$ cat src/rtl/bpq_pkg.sv
// Shared constants, codes and controller-to-datapath types of the bucket priority queue.
`timescale 1ns / 1ps

package bpq_pkg;

  localparam int NUM_ELEMENTS   = 1024;
  localparam int NUM_PRIORITIES = 64;
  localparam int ELEM_W = 10;
  localparam int LINK_W = 11;
  localparam int PRIO_W = 6;
  localparam int EB_W   = 7;
  localparam int CNT_W  = 11;

  // Link value that marks the end of a bucket list.
  localparam logic [LINK_W-1:0] NIL_LINK = LINK_W'(NUM_ELEMENTS);
  // Bucket value of an element that is not queued.
  localparam logic [EB_W-1:0] NIL_BUCKET = EB_W'(NUM_PRIORITIES);

  typedef enum logic [2:0] {
    REQ_INSERT  = 3'd0,
    REQ_REMOVE  = 3'd1,
    REQ_UPDATE  = 3'd2,
    REQ_EXT_MIN = 3'd3,
    REQ_EXT_MAX = 3'd4,
    REQ_EXT_AT  = 3'd5,
    REQ_QUERY   = 3'd6,
    REQ_NONE    = 3'd7
  } req_t;

  typedef enum logic [1:0] {
    ST_OK       = 2'd0,
    ST_EMPTY    = 2'd1,
    ST_RANGE    = 2'd2,
    ST_QUEUED   = 2'd3
  } status_t;

  typedef enum logic [1:0] {
    SRC_AT  = 2'd0,
    SRC_MIN = 2'd1,
    SRC_MAX = 2'd2
  } src_sel_t;

  // Commands from the controller to the datapath.
  typedef struct packed {
    logic     capture;
    src_sel_t src_sel;
    logic     decide;
    logic     ul_head;
    status_t  st;
    logic     ul_read;
    logic     ul_write;
    logic     lk_read;
    logic     lk_write;
    logic     clr_write;
    logic     load_out;
  } bpq_cmd_t;

  // Status from the datapath to the controller.
  typedef struct packed {
    logic id_queued;
    logic pr_ok;
    logic src_empty;
    logic clear_done;
    logic out_busy;
  } bpq_stat_t;

  // Index of the lowest set bit; zero when none is set.
  function automatic logic [PRIO_W-1:0] lowest_set(input logic [NUM_PRIORITIES-1:0] bm);
    logic [PRIO_W-1:0] r;
    r = '0;
    for (int i = NUM_PRIORITIES - 1; i >= 0; i--) begin
      if (bm[i]) r = PRIO_W'(i);
    end
    return r;
  endfunction

  // Index of the highest set bit; zero when none is set.
  function automatic logic [PRIO_W-1:0] highest_set(input logic [NUM_PRIORITIES-1:0] bm);
    logic [PRIO_W-1:0] r;
    r = '0;
    for (int i = 0; i < NUM_PRIORITIES; i++) begin
      if (bm[i]) r = PRIO_W'(i);
    end
    return r;
  endfunction

endpackage

$ cat src/rtl/bpq_ctrl.sv
// Sequencing state machine of the bucket priority queue.
`timescale 1ns / 1ps

module bpq_ctrl (
  input  logic               clk,
  input  logic               rst,
  input  logic               in_valid,
  output logic               in_stall,
  input  logic [2:0]         req_type,
  input  bpq_pkg::bpq_stat_t stat,
  output bpq_pkg::bpq_cmd_t  cmd
);

  typedef enum logic [7:0] {
    S_CLEAR = 8'b00000001,
    S_IDLE  = 8'b00000010,
    S_LOOK  = 8'b00000100,
    S_UL1   = 8'b00001000,
    S_UL2   = 8'b00010000,
    S_LK1   = 8'b00100000,
    S_LK2   = 8'b01000000,
    S_RES   = 8'b10000000
  } state_t;

  state_t        state, state_next;
  bpq_pkg::req_t req;
  logic          lk_pend, lk_pend_next;

  // Plan taken in the look-up state.
  logic            do_ul, do_lk, ul_head;
  bpq_pkg::status_t st;

  always_comb begin
    do_ul   = 1'b0;
    do_lk   = 1'b0;
    ul_head = 1'b0;
    st      = bpq_pkg::ST_OK;
    case (req)
      bpq_pkg::REQ_INSERT: begin
        if (!stat.pr_ok) st = bpq_pkg::ST_RANGE;
        else if (stat.id_queued) st = bpq_pkg::ST_QUEUED;
        else do_lk = 1'b1;
      end
      bpq_pkg::REQ_REMOVE: begin
        do_ul = stat.id_queued;
      end
      bpq_pkg::REQ_UPDATE: begin
        if (!stat.pr_ok) st = bpq_pkg::ST_RANGE;
        else begin
          do_ul = stat.id_queued;
          do_lk = 1'b1;
        end
      end
      bpq_pkg::REQ_EXT_MIN, bpq_pkg::REQ_EXT_MAX: begin
        if (stat.src_empty) st = bpq_pkg::ST_EMPTY;
        else begin
          do_ul   = 1'b1;
          ul_head = 1'b1;
        end
      end
      bpq_pkg::REQ_EXT_AT: begin
        if (!stat.pr_ok) st = bpq_pkg::ST_RANGE;
        else if (stat.src_empty) st = bpq_pkg::ST_EMPTY;
        else begin
          do_ul   = 1'b1;
          ul_head = 1'b1;
        end
      end
      default: ;
    endcase
  end

  // Next state and commands.
  always_comb begin
    state_next   = state;
    lk_pend_next = lk_pend;
    cmd          = '0;
    cmd.src_sel  = bpq_pkg::SRC_AT;
    in_stall     = 1'b1;
    unique case (state)
      S_CLEAR: begin
        cmd.clr_write = 1'b1;
        if (stat.clear_done) begin
          cmd.clr_write = 1'b0;
          state_next    = S_IDLE;
        end
      end
      S_IDLE: begin
        in_stall    = 1'b0;
        cmd.capture = in_valid;
        if (req_type == bpq_pkg::REQ_EXT_MIN) cmd.src_sel = bpq_pkg::SRC_MIN;
        else if (req_type == bpq_pkg::REQ_EXT_MAX) cmd.src_sel = bpq_pkg::SRC_MAX;
        if (in_valid) state_next = S_LOOK;
      end
      S_LOOK: begin
        cmd.decide   = 1'b1;
        cmd.ul_head  = ul_head;
        cmd.st       = st;
        lk_pend_next = do_lk;
        if (do_ul) state_next = S_UL1;
        else if (do_lk) state_next = S_LK1;
        else state_next = S_RES;
      end
      S_UL1: begin
        cmd.ul_read = 1'b1;
        state_next  = S_UL2;
      end
      S_UL2: begin
        cmd.ul_write = 1'b1;
        state_next   = lk_pend ? S_LK1 : S_RES;
      end
      S_LK1: begin
        cmd.lk_read = 1'b1;
        state_next  = S_LK2;
      end
      S_LK2: begin
        cmd.lk_write = 1'b1;
        state_next   = S_RES;
      end
      S_RES: begin
        if (!stat.out_busy) begin
          cmd.load_out = 1'b1;
          state_next   = S_IDLE;
        end
      end
      default: state_next = S_CLEAR;
    endcase
  end

  always_ff @(posedge clk) begin
    if (rst) begin
      state   <= S_CLEAR;
      lk_pend <= 1'b0;
    end else begin
      state   <= state_next;
      lk_pend <= lk_pend_next;
    end
  end

  // Request code of the item at work.
  always_ff @(posedge clk) begin
    if (cmd.capture) req <= bpq_pkg::req_t'(req_type);
  end

endmodule

$ cat config.mk
export PLATFORM = sky130hd
export DESIGN_NAME = bpq_ctrl
export DESIGN_NICKNAME = d
export VERILOG_FILES = /design/src/rtl/bpq_pkg.sv /design/src/rtl/bpq_ctrl.sv
export SDC_FILE = /design/constraint.sdc
export NUM_CORES = 1
export LEC_CHECK = 0
export ABC_AREA = 1
export BUFFER_PORTS_ARGS = -buffer_cell sky130_fd_sc_hd__buf_2
export CAP_MARGIN = 10
export CORE_AREA = 2 2 49 42
export CTS_BUF_LIST = sky130_fd_sc_hd__clkbuf_8
export CTS_CLUSTER_SIZE = 14
export DETAILED_ROUTE_END_ITERATION = 7
export DIE_AREA = 0 0 51 44
export GPL_ROUTABILITY_DRIVEN = 0
export PLACE_DENSITY = 0.82
export SYNTH_ARGS = -nofsm -noshare
export SYNTH_HDL_FRONTEND = slang
export SYNTH_SLANG_ARGS = --single-unit
$ cat constraint.sdc
create_clock -name clk -period 1.35 [get_ports clk]
set_input_delay 0.2025 -clock clk [delete_from_list [all_inputs] [get_ports clk]]
set_output_delay 0.2025 -clock clk [all_outputs]
set_load 0.05 [all_outputs]
==> results of run 1 <==
## cell usage after synthesis, drive strengths merged, types with 3 or more instances
| cell | n | area share [%] |
|---|---|---|
| nand3 | 19 | 12 |
| nor2 | 20 | 12 |
| a21oi | 5 | 3.4 |
| dfxtp | 9 | 21 |
| nor3 | 7 | 5.3 |
| nand4 | 3 | 2.2 |
| nand2 | 26 | 15 |
| inv | 26 | 11 |
| edfxtp | 3 | 11 |
## repair_timing
item                                    in CTS
gates resized for setup                     60
pin swaps                                   13
endpoints found under the setup margin      17
hold buffers                                 0
setup buffers                               11
## cell families after synthesis
kind of cell	share of synthesized area [%]
AO/OA/AOI/OAI	6.17
flip-flops	31.7
AND/OR/NAND/NOR	49.6
buffers and inverters	12.5
## metrics by stage
step	cells	utilization (%)
CTS	209	89.1
floorplan	124	-
global placement	194	71.1
detailed placement	194	71.1
==> results list, run 1 <==
- The number of nets handed over by synthesis was 135.
- After the last repair the worst path ends at a top-level output.
- Number of register bits inferred by synthesis: 12
- Count of distinct cell types in the synthesized netlist: 23
- After detailed placement, the total cell area comes to ~1300 um^2.
- Exit stage: global routing
* CTS H-tree depth: 1
- Entering global routing, the biggest net connects 8 pins.
* Post-synth EDFFs: 3
- The clock net in this run drives a total of 12 sinks.
- Timing analysis after detailed placement gives a worst setup slack of -174 ps.
* Post-synthesis instance total: ~120
- The initial utilization of the core area, before any placement, comes to 48.2%.
- The flow did not finish.
- After global-route timing repair, the worst endpoint was cmd[7].
* Mapped cell area: 852 um^2
- From bottom edge to top edge, the die measures between 40 and 50 um.
- In the synthesized netlist the dominant register cell turns out to be sky130_fd_sc_hd__dfxtp_1.
* Number of warnings issued by yosys: 0
- The tool reported: "[ERROR DPL-0038] Utilization greater than 100%, impossible to legalize".
- After legalization and detailed placement, the total HPWL measured 1950 um.
* Number of buffers inserted during clock tree synthesis: 3
- Summing the sequential cell areas from Yosys gives 31.7% of the chip area.
- Std cell rows: 14
- Synth async-reset ratio: 0%
- From left edge to right edge, the die measures a little over 50 um.
* I/O Pins: 25
- In this run the clock root is driven by a sky130_fd_sc_hd__clkbuf_8.
* Maximum number of buffers from clock root to sink: 2
- Input and output buffers added on the ports amount to 24.
- In this run the mean area of a mapped cell was 6.87 um^2.
==> inputs of run 2 (changes only) <==
- CORE_AREA: 2 2 49 42 -> 2 2 63 65
- CTS_BUF_LIST: sky130_fd_sc_hd__clkbuf_8 -> unset
- CTS_CLUSTER_SIZE: 14 -> unset
- DIE_AREA: 0 0 51 44 -> 0 0 65 67
- PLACE_DENSITY: 0.82 -> unset
- PLACE_DENSITY_LB_ADDON: unset -> 0.15
==> run 2 against run 1 <==
  * The flow now finishes, with violations (negative setup slack)
  * Area after synthesis did not move
  * Synthesized cell count did not move
==> results list, run 2 <==
- Violated checks: negative setup slack
* Worst IR drop on VDD: 446 uV
* Most utilized layer in the global route result: met2
- In this run the worst path has a maximum fanout of 4.
- Maximum number of pins on one net before global-route repair: 8
- The run finished, with violations left.
- The final route contains 1078 vias.
- The die covers roughly 4400 um^2.
- Fraction of the yosys area taken by sequential cells: 31.7% (unchanged)
- The top cell types in the final layout, fill and taps aside, are 26 x sky130_fd_sc_hd__buf_6, 26 x sky130_fd_sc_hd__buf_4, 13 x sky130_fd_sc_hd__nor2_4.
* Clock skew: 1.06 ps
- Sort of element at the start of the critical path: flop
- Worst setup EP type: output port
- Maximum number of buffers from clock root to sink: 2 (unchanged)
- The count of buffers from port buffering was 24 (unchanged).
- Actual slew at the worst max-slew pin: between 200 and 300 ps
- Hpwl dp: 1840 um (-5.9%)
* Global router's overall resource usage: 13.2%
- Setup violations remaining at the end of the flow were counted as 22.
* Max-cap viol count: 0
- Clock tree from TritonCTS: yes
* Net total in the final layout: 210
- Number of max-slew violations in the final report: 0
- The post-synthesis average cell area was 6.87 um^2 (unchanged).
- By area the synthesized netlist is led by sky130_fd_sc_hd__dfxtp_1 21%, sky130_fd_sc_hd__edfxtp_1 11%, sky130_fd_sc_hd__nand3_1 10%, sky130_fd_sc_hd__inv_1 9.7%, sky130_fd_sc_hd__nand2_1 8.4%.
* Fraction of layout cells with a size suffix above 1: 76.8%
- Area overhead of the layout relative to synthesis: 130%
- Largest area contributor in the netlist: sky130_fd_sc_hd__dfxtp_1
- The count of endpoints failing hold in the final timing report came to 0.
- Routed vias/inst: 4.38
* Post-synth EDFFs: 3 (unchanged)
- The cell row count is 22 (+8).
- The total I/O pin count is 25 (unchanged).
* Class of the most critical setup path: reg2out
- Root buffer cell: sky130_fd_sc_hd__clkbuf_8
* Global-route wire length before repair: roughly 4300 um
- Arrival time of data at the critical path endpoint: 1400 ps
- The final layout contains routed wiring with a total length of 2880 um.
* Initial Utilization: 23.6% (-25 points)
- The unique cell type count in the Yosys netlist is 23 (unchanged).
- Clock net sink count: 12 (unchanged)
- Number of warnings issued by yosys: 0 (unchanged)
* Clock Pin Slew Worst Setup and Hold Paths: 50 ps
- Number of buffers inserted during clock tree synthesis: 3 (unchanged)
- The via count of the first global-routing pass is 1059.
* Number of register bits inferred by synthesis: 12 (unchanged)
* Tmin final: ~1600 ps
* DRC marker count from the first detailed-route iteration: 24
- Leaving out filler cells and counting taps, the final layout contains about 250.
- The net count after synthesis came to 135 (unchanged).
* CP required: 1150 ps
* Post-route setup slack: -252 ps
- Fmax achieved: 624 MHz
- Final clock period utilization by the worst path: 119%
- The die span in x is 65 um (+27%).
- In this run the worst hold path is classified as in2reg.
- Leak: 0.852 nW
- Mapped cell area: 852 um^2 (unchanged)
- The total number of H-tree levels came to 1 (unchanged).
- The synthesized instance count came to 124 (unchanged).
- Global routing finished with a remaining overflow of 0.
- Library cell with the highest instance count after synthesis: sky130_fd_sc_hd__inv_1
- The initial antenna violation count was 0.
- Headroom to the max-slew limit: 82.6%
- Counting flops per register, the top entry is state.
- The repair_antennas step left the layout with diodes totalling 0.
- In the final routed layout, each cell accounts on average for 11.7 um.
* GR met2 Demand/Resource: a little over a quarter
- Unrepaired setup endpoints after global routing: yes
- In the final layout, the registers with the most flip-flops are state (8), req (3), lk_pend (1).
* Pwr/cell area: 637 nW/um^2
* Height of the die: 67 um (+52%)
- The total area inside the core boundary comes to 3610 um^2.
* Number of routed nets with antenna violations: 0
* Global-route track usage on met3: 3.04%
- The top-area cell type share of the netlist area was 21.1% (unchanged).
- By count the netlist is led by 22 x sky130_fd_sc_hd__inv_1, 19 x sky130_fd_sc_hd__nand2_1, 17 x sky130_fd_sc_hd__nand3_1, 14 x sky130_fd_sc_hd__nor2_1, 9 x sky130_fd_sc_hd__dfxtp_1.
- DR pass1 iterations: 3
- Post-synth top flop: sky130_fd_sc_hd__dfxtp_1
* Synth async-reset ratio: 0% (unchanged)
- The later pin in the worst-skew pair is clocked with a latency of 230 ps.
- The register with the most flip-flops in the layout has 8 of them.
- Global routing consumed, on the met1 layer, 13.2% of the routing resources.
- Worst hold margin: 158 ps
- Post-Place Cells: 218 (+12%)
- For this run, design rule violations remaining after detail routing come to 0.
run 2: cell counts after synthesis:
No cell type changed its count.
run 2: metrics by stage:
step	setup TNS [ps]	setup WS [ps]	power [mW]	util [%]	cell area (um^2)
6_report	-3080	-252	1.25	54.3	1960
5_1_grt	-4710	-343	1.31	54.3	1960
4_1_cts	-2850	-260	1.16	48.0	1730
3_5_place_dp	-515	-135	0.724	35.7	1290
3_3_place_gp	-497	-134	0.723	35.7	1290
2_1_floorplan	-864	-218	0.625	-	942
run 2: repair_timing:
| item | CTS | global route |
|---|---|---|
| endpoints found under the hold margin | 0 | 0 |
| setup endpoints to repair | 16 | 25 |
| hold buffers | 0 | 0 |
| pin swaps | 15 | 22 |
| setup buffers | 18 | 13 |
| resized for setup | 83 | 44 |
run 2: final timing paths:
kind / from / slack (ps) / cells past startpoint / endpoint
worst max register to register: req[2] / -120 / 9 / state[5]
worst max-delay path: req[1] / -250 / 6 / cmd[7]
worst min-delay path: req_type[0] / 160 / 1 / req[0]
worst min register to register: lk_pend / 460 / 2 / state[5]
run 2: cells by family after synthesis:
kind of cell | count (synthesis) | share of synthesized area (%)
flops | 12 | 31.7
buf+inv | 27 | 12.5
simple gates | 77 | 49.6
compound gates | 8 | 6.17
run 2: worst max-delay path, cell delays in order (launching register included):
cell and delay [ps]:
sky130_fd_sc_hd__edfxtp_1 430, sky130_fd_sc_hd__inv_2 130, sky130_fd_sc_hd__nand3_1 90, sky130_fd_sc_hd__o221ai_2 190, sky130_fd_sc_hd__nand2_1 110, sky130_fd_sc_hd__clkinvlp_4 90
sky130_fd_sc_hd__buf_8 140
run 2: area by class of cell:
cell class	instances	area, um^2
Timing Repair Buffer	70	658
Clock buffer	4	45.0
Fill cell	334	1650
Tap cell	48	60.1
Inverter	27	135
Multi-Input combinational cell	85	773
Sequential cell	12	285
run 2: power breakdown:
part	switching (mW)	leakage (nW)	internal [mW]	total, mW
clock network	0.121	0.0228	0.207	0.328
logic	0.277	0.725	0.232	0.509
registers	0.0195	0.104	0.389	0.408
run 2: routing by layer:
| metal | wire length [um] | vias to the layer above |
|---|---|---|
| met5 | 0 | - |
| met4 | 17 | 0 |
| li1 | - | 560 |
| met2 | 1710 | 16 |
| met3 | 75 | 2 |
| met1 | 1080 | 500 |
(Power assumes the default switching activity.)
